[src/hw/rtl/boa_pkg.sv]
package boa_pkg;

	// Command codes of an input item.
	localparam logic CMD_ADD   = 1'b0;
	localparam logic CMD_CLAIM = 1'b1;

	// Status codes of a result item.
	localparam logic [1:0] ST_OK       = 2'd0;
	localparam logic [1:0] ST_ADD_LATE = 2'd1;
	localparam logic [1:0] ST_OVER     = 2'd2;

	// Number of buckets that the 4-bit bucket field can reach.
	localparam int REACH_BUCKETS = 16;

	// Per-cell control from the sequencer.
	typedef struct packed {
		logic walk;
		logic add;
		logic sub;
	} boa_cell_ctrl_t;

endpackage

[src/hw/rtl/boa_cell.sv]
module boa_cell import boa_pkg::*; #(
	parameter int COUNT_WIDTH = 32
) (
	input  logic                   clk,
	input  logic                   arst_n,
	input  boa_cell_ctrl_t         ctrl,
	input  logic [COUNT_WIDTH-1:0] left_end,
	input  logic [COUNT_WIDTH-1:0] operand,
	output logic [COUNT_WIDTH-1:0] end_val
);

	logic [COUNT_WIDTH-1:0] end_q;
	logic [COUNT_WIDTH-1:0] addend;
	logic [COUNT_WIDTH:0]   sum;
	logic [COUNT_WIDTH-1:0] sat_sum;

	// Saturating add of either the left neighbor (prefix walk) or the item count.
	always_comb begin
		addend  = ctrl.walk ? left_end : operand;
		sum     = {1'b0, end_q} + {1'b0, addend};
		sat_sum = sum[COUNT_WIDTH] ? '1 : sum[COUNT_WIDTH-1:0];
	end

	// The bucket end held by this cell.
	always_ff @(posedge clk or negedge arst_n) begin
		if (!arst_n) begin
			end_q <= '0;
		end else if (ctrl.walk || ctrl.add) begin
			end_q <= sat_sum;
		end else if (ctrl.sub) begin
			end_q <= end_q - operand;
		end
	end

	assign end_val = end_q;

endmodule

[src/hw/rtl/bucket_offset_allocator.sv]
// Each accepted item passes through S_EXEC and S_FIN before its result is offered
// from the output register; the block takes no new item until the last one has left
// S_FIN. The first claim adds the prefix walk, one chain cell per cycle, along the row
// of bucket cells. A result that is still stalled when the next one is ready holds the
// block until it is taken. Reset (arst_n low) clears every bucket end, the prefix flag,
// base_index and the output register at once; the block leaves reset ready for items.
module bucket_offset_allocator import boa_pkg::*; #(
	parameter int NUM_BUCKETS = 16,
	parameter int COUNT_WIDTH = 32
) (
	input  logic        clk,
	input  logic        arst_n,
	input  logic        base_index_we,
	input  logic [31:0] base_index,
	input  logic        req_valid,
	output logic        req_stall,
	input  logic        cmd,
	input  logic [3:0]  bucket,
	input  logic [31:0] count,
	output logic        rsp_valid,
	input  logic        rsp_stall,
	output logic [31:0] position,
	output logic [1:0]  status
);

	localparam int IDX_W = (NUM_BUCKETS > 1) ? $clog2(NUM_BUCKETS) : 1;
	localparam logic [IDX_W-1:0] LAST_STEP = IDX_W'(NUM_BUCKETS - 1);

	typedef enum logic [1:0] {S_IDLE, S_WALK, S_EXEC, S_FIN} state_t;

	state_t                 state_q;
	logic                   prefix_done_q;
	logic                   cmd_q;
	logic [3:0]             bkt_q;
	logic [COUNT_WIDTH-1:0] cnt_q;
	logic [IDX_W-1:0]       step_q;
	logic [1:0]             exec_st_q;
	logic [31:0]            base_q;
	logic                   rsp_valid_q;
	logic [31:0]            position_q;
	logic [1:0]             status_q;

	logic [COUNT_WIDTH-1:0] cnt_in;
	logic [COUNT_WIDTH-1:0] cell_end [NUM_BUCKETS];
	logic [COUNT_WIDTH-1:0] sel_end  [REACH_BUCKETS];
	logic [COUNT_WIDTH-1:0] old_end;
	logic [31:0]            end32;
	logic                   bkt_ok;
	logic                   over;
	logic                   exec_add;
	logic                   exec_sub;
	logic [1:0]             exec_status;

	// Only the low COUNT_WIDTH bits of the count are used.
	generate
		if (COUNT_WIDTH >= 32) begin : g_cnt_wide
			assign cnt_in = COUNT_WIDTH'(count);
		end else begin : g_cnt_narrow
			assign cnt_in = count[COUNT_WIDTH-1:0];
		end
	endgenerate

	// Row of bucket cells; each one sees its left neighbor for the prefix walk.
	generate
		for (genvar i = 0; i < NUM_BUCKETS; i++) begin : g_cell
			localparam bit REACH = (i < REACH_BUCKETS);
			boa_cell_ctrl_t         ctrl;
			logic [COUNT_WIDTH-1:0] left;

			if (i == 0) begin : g_first
				assign left = '0;
			end else begin : g_rest
				assign left = cell_end[i-1];
			end

			assign ctrl.walk = (state_q == S_WALK) && (step_q == IDX_W'(i));
			assign ctrl.add  = exec_add && REACH && (bkt_q == 4'(i));
			assign ctrl.sub  = exec_sub && REACH && (bkt_q == 4'(i));

			boa_cell #(
				.COUNT_WIDTH(COUNT_WIDTH)
			) u_cell (
				.clk     (clk),
				.arst_n  (arst_n),
				.ctrl    (ctrl),
				.left_end(left),
				.operand (cnt_q),
				.end_val (cell_end[i])
			);
		end
	endgenerate

	// Selection over the buckets that the bucket field can address.
	generate
		for (genvar j = 0; j < REACH_BUCKETS; j++) begin : g_sel
			if (j < NUM_BUCKETS) begin : g_on
				assign sel_end[j] = cell_end[j];
			end else begin : g_off
				assign sel_end[j] = '0;
			end
		end
	endgenerate

	assign old_end = sel_end[bkt_q];

	generate
		if (COUNT_WIDTH >= 32) begin : g_end_wide
			assign end32 = old_end[31:0];
		end else begin : g_end_narrow
			assign end32 = 32'(old_end);
		end
	endgenerate

	// Decode of the item under execution.
	always_comb begin
		bkt_ok   = (int'(bkt_q) < NUM_BUCKETS);
		over     = (cnt_q > old_end);
		exec_add = (state_q == S_EXEC) && (cmd_q == CMD_ADD) && !prefix_done_q && bkt_ok;
		exec_sub = (state_q == S_EXEC) && (cmd_q == CMD_CLAIM) && bkt_ok && !over;
		case (cmd_q)
			CMD_ADD:   exec_status = prefix_done_q ? ST_ADD_LATE : ST_OK;
			default:   exec_status = (!bkt_ok || over) ? ST_OVER : ST_OK;
		endcase
	end

	// Configuration register.
	always_ff @(posedge clk or negedge arst_n) begin
		if (!arst_n) begin
			base_q <= '0;
		end else if (base_index_we) begin
			base_q <= base_index;
		end
	end

	// Sequencer with the output register.
	always_ff @(posedge clk or negedge arst_n) begin
		if (!arst_n) begin
			state_q       <= S_IDLE;
			prefix_done_q <= 1'b0;
			cmd_q         <= CMD_ADD;
			bkt_q         <= '0;
			cnt_q         <= '0;
			step_q        <= '0;
			exec_st_q     <= ST_OK;
			rsp_valid_q   <= 1'b0;
			position_q    <= '0;
			status_q      <= ST_OK;
		end else begin
			// A taken result clears the output; in S_FIN the new result replaces it.
			if (rsp_valid_q && !rsp_stall && state_q != S_FIN) begin
				rsp_valid_q <= 1'b0;
			end
			unique case (state_q)
				S_IDLE: begin
					if (req_valid) begin
						cmd_q <= cmd;
						bkt_q <= bucket;
						cnt_q <= cnt_in;
						if (cmd == CMD_CLAIM && !prefix_done_q) begin
							prefix_done_q <= 1'b1;
							if (NUM_BUCKETS > 1) begin
								step_q  <= IDX_W'(1);
								state_q <= S_WALK;
							end else begin
								state_q <= S_EXEC;
							end
						end else begin
							state_q <= S_EXEC;
						end
					end
				end
				S_WALK: begin
					if (step_q == LAST_STEP) begin
						state_q <= S_EXEC;
					end else begin
						step_q <= step_q + IDX_W'(1);
					end
				end
				S_EXEC: begin
					exec_st_q <= exec_status;
					state_q   <= S_FIN;
				end
				S_FIN: begin
					if (!rsp_valid_q || !rsp_stall) begin
						rsp_valid_q <= 1'b1;
						status_q    <= exec_st_q;
						if (cmd_q == CMD_CLAIM && exec_st_q == ST_OK) begin
							position_q <= base_q + end32;
						end else begin
							position_q <= '0;
						end
						state_q <= S_IDLE;
					end
				end
				default: state_q <= S_IDLE;
			endcase
		end
	end

	assign req_stall = (state_q != S_IDLE);
	assign rsp_valid = rsp_valid_q;
	assign position  = position_q;
	assign status    = status_q;

endmodule
[config.mk]
export PLATFORM = sky130hd
export DESIGN_NAME = bucket_offset_allocator
export DESIGN_NICKNAME = d
export VERILOG_FILES = /design/src/hw/rtl/boa_pkg.sv /design/src/hw/rtl/boa_cell.sv /design/src/hw/rtl/bucket_offset_allocator.sv
export SDC_FILE = /design/constraint.sdc
export NUM_CORES = 2
export LEC_CHECK = 0
export BUFFER_PORTS_ARGS = -buffer_cell sky130_fd_sc_hd__buf_2
export CORE_AREA = 2 2 460 645
export CTS_CLUSTER_SIZE = 30
export DETAILED_ROUTE_END_ITERATION = 10
export DIE_AREA = 0 0 462 647
export PLACE_DENSITY = 0.53
export REMOVE_ABC_BUFFERS = 1
export SLEW_MARGIN = 15
export SYNTH_ARGS = -nofsm -noshare
export SYNTH_HDL_FRONTEND = slang
export SYNTH_SLANG_ARGS = --single-unit
[constraint.sdc]
create_clock -name clk -period 8.3 [get_ports clk]
set_input_delay 0.83 -clock clk [delete_from_list [all_inputs] [get_ports clk]]
set_output_delay 0.83 -clock clk [all_outputs]
set_load 0.005 [all_outputs]
==> impl_metrics.ini <==
[status]
status = complete, no violations

[worst_setup_path]
cpMostUsedCell = buf_4
crit_chain = buf_4 -> mux4_2 -> mux4_2 -> inv_1 -> ha_1 -> nor2b_1 -> o211ai_1 -> a2111oi_0 -> or4b_1 -> a31o_2 -> nor2_2 -> nand3_1 -> o21ai_4 -> buf_4 -> buf_4 -> nor2_1 -> a21oi_1
cp_data_arrival_time_ns = 7.49
crit_path_end_kind = flop
worstRegToRegCells = 17
r2r_slack_ns = 1.48
cp_top_family = simple AND/OR/NAND/NOR gates
start_kind = flop
critPathMaxFanout = 31
cp_slowest_cell = dfrtp_4
required_ns = 8.96
max_stage_delay_ns = 0.96
timing.rr.end = g_cell[14].u_cell.end_val[4]$_DFFE_PN0P_
crit_buf_inv = 4
r2r-start = bkt_q[0]$_DFFE_PN0P_
crit_type = reg2reg

[clocking]
postCtsSetupRepairBufs = 0
numCtsBuffers = 93
max-clock-path-buffers = 3
tritoncts = built
cts-root-buf = clkbuf_16
cts.sinks = 625
cts.repair.resized = 0
ctsHoldBuffers = 0
clk_pin_slew_ns = 0.07
htree_levels = 3
insertion_delay_ns = 0.78

[grt]
grt-ovfl-total = 0
antenna_found_initial = 38
grt_pass1_wl_mm = 540.8
grt_pass1_vias = 87600
grt_max_degree = 136
track_usage_pct = 23.96

[synth]
ys_warn_count = 0
synth_top_cell_by_area = dfrtp_1
ys.flop_type = dfrtp_1
synth.area.top_cells = dfrtp_1 (18%), ha_1 (15%), a21oi_1 (6.2%)
syn_area_per_cell_um2 = 7.999
syn-cell-area_um2 = 87560
ys_seq_area_share_pct = 17.86
synth.top_cell.area_share_pct = 17.86
synthesis.instances = 10950
async_flop_share_pct = 100.0
synth_cell_types = 90
synth_edf_count = 0
ys_ff_latch = 625

[finish]
area_growth_pct = 10.65
design_area_um2 = 96880
drive_gt1_share_pct = 11.18
fin_nets = 12140
final_cells = 14970

[floorplan]
std_cell_rows = 236
die_h_um = 647
dieArea_um2 = 298900
core_um2 = 293800
die_w_um = 462
start_util_pct = 29.80
boundaryPins = 110

[route]
detail_route.wirelength_mm = 369.3
vias_per_cell = 5.781
drt-pass1-iter-count = 6
num_vias = 86520
drt-initial-drc-count = 5548
antenna_left = 0
drc_errors = 0
routedWlPerCell_um = 24.68

[timing]
tightest_slew_ns = 1.223
hold_viol = 0
fmax_ghz = 0.1466
relSlewSlack_pct = 17.62
post-route-period-util_pct = 82.19
slew_viol_final = 0
setup_viol = 0
fin_crit_ns = 6.821
hold_ws_ns = 0.03762
rsz0062_at_grt = no
finClkSkew_ns = 0.04992

[worst_hold_path]
holdCritPathClass = in2async

[placed_design]
port-buffer-count = 109
dp_cells = 14780
hpwlAfterDp_mm = 303.4
place_area_um2 = 93530
gp_congestion = 0.9886

[job]
maxCapViolCount = 0
Yosys cell counts, drive strengths merged (160+ instances only):
cell and count:
o22ai 190, xnor2 563, nand2 1081, o21a 186, a31oi 164, ha 1079
dfrtp 625, a21oi 1078, clkbuf 397, o21ai 999, nor3 164, inv 336
a21o 538, mux4 160, xor2 296, nand3 192, nor2 806, mux2 434
cells by family after synthesis:
kind of cell    Yosys count  share of synthesized area, %
xor+xnor                859                         8.592
simple gates           2983                         15.62
buf+inv                 773                         3.354
fa+ha+maj              1112                         16.17
compound gates         3981                         28.47
mux                     614                         9.925
flops                   625                         17.86
layout by cell type, fill, tap and decap left out, types with 33 or more instances in the layout:
| cell type | instances |
|---|---|
| o31ai_1 | 49 |
| xor2_1 | 296 |
| o21a_1 | 186 |
| or3_1 | 56 |
| and2_1 | 44 |
| a21boi_0 | 36 |
| dfrtp_1 | 619 |
| and3_1 | 98 |
| xnor2_1 | 563 |
| o21bai_1 | 105 |
| nand2b_1 | 153 |
| a31oi_1 | 163 |
| o22ai_1 | 190 |
| ha_1 | 1079 |
| a21oi_1 | 1076 |
| o21ai_0 | 975 |
| a221oi_1 | 35 |
| mux2_2 | 434 |
| fa_1 | 33 |
| buf_4 | 223 |
| o211ai_1 | 55 |
| nand3_1 | 188 |
| clkbuf_16 | 94 |
| a211oi_1 | 124 |
| nor3_1 | 164 |
| nand4_1 | 102 |
| buf_2 | 108 |
| inv_1 | 336 |
| nor2b_1 | 151 |
| nand2_1 | 1073 |
| a22o_1 | 35 |
| nor2_1 | 786 |
| a21o_1 | 538 |
| mux4_2 | 160 |
worst max path at each step:
stage,from,end,cells after the start
global placement,bkt_q[0]$_DFFE_PN0P_,g_cell[14].u_cell.end_val[4]$_DFFE_PN0P_,17
global route,bkt_q[0]$_DFFE_PN0P_,g_cell[5].u_cell.end_val[22]$_DFFE_PN0P_,18
detailed placement,bkt_q[0]$_DFFE_PN0P_,g_cell[14].u_cell.end_val[4]$_DFFE_PN0P_,17
finish,bkt_q[0]$_DFFE_PN0P_,g_cell[14].u_cell.end_val[4]$_DFFE_PN0P_,17
floorplan,bkt_q[0]$_DFFE_PN0P_,g_cell[1].u_cell.end_val[28]$_DFFE_PN0P_,14
CTS,bkt_q[0]$_DFFE_PN0P_,g_cell[14].u_cell.end_val[4]$_DFFE_PN0P_,17
metrics by stage:
step                      setup WS, ns  setup TNS (ns)  utilization (%)
final                            1.479               0            32.98
after global routing             1.257               0            32.97
after CTS                        1.637               0            32.95
after detailed placement         1.657               0            31.83
after global placement           1.744               0            31.83
after floorplan                 -2.391         -788.59                -
cell type report:
cell class	count	area, um^2
Inverter	336	1261
Timing Repair Buffer	344	2477
Tap cell	3927	4913
Sequential cell	625	15650
Fill cell	31400	196900
Clock buffer	124	2615
Antenna cell	14	35.03
Clock inverter	47	674.4
Multi-Input combinational cell	9549	69250
registers in the layout, indices dropped and copies added, names as in the netlist:
signal                 cells
prefix_done_q              1
state_q                    2
exec_st_q                  2
rsp_valid                  1
step_q                     4
base_q                    32
g_cell.u_cell.end_val    512
bkt_q                      4
status                     2
position                  32
cnt_q                     32
cmd_q                      1
worst register-to-register path: cells and delay by family (launching register included):
kind,cells,cell delay (ns)
AO/OA/AOI/OAI,5,1.57
adder cells (fa/ha/maj),1,0.23
buffers and inverters,4,1.01
flip-flops,1,0.96
multiplexers,2,1.20
AND/OR/NAND/NOR,5,1.81
layer usage:
metal / vias to the layer above / track usage [%] / wire length (um)
met5: - / 0 / 55
met4: 8 / 15.41 / 27240
met3: 973 / 2.563 / 17270
met2: 2402 / 43.99 / 186600
met1: 42230 / 25.89 / 138100
li1: 40910 / - / -
Power is not shown: default switching activity piles up to over one toggle a cycle in this logic, so the estimate is an artifact.
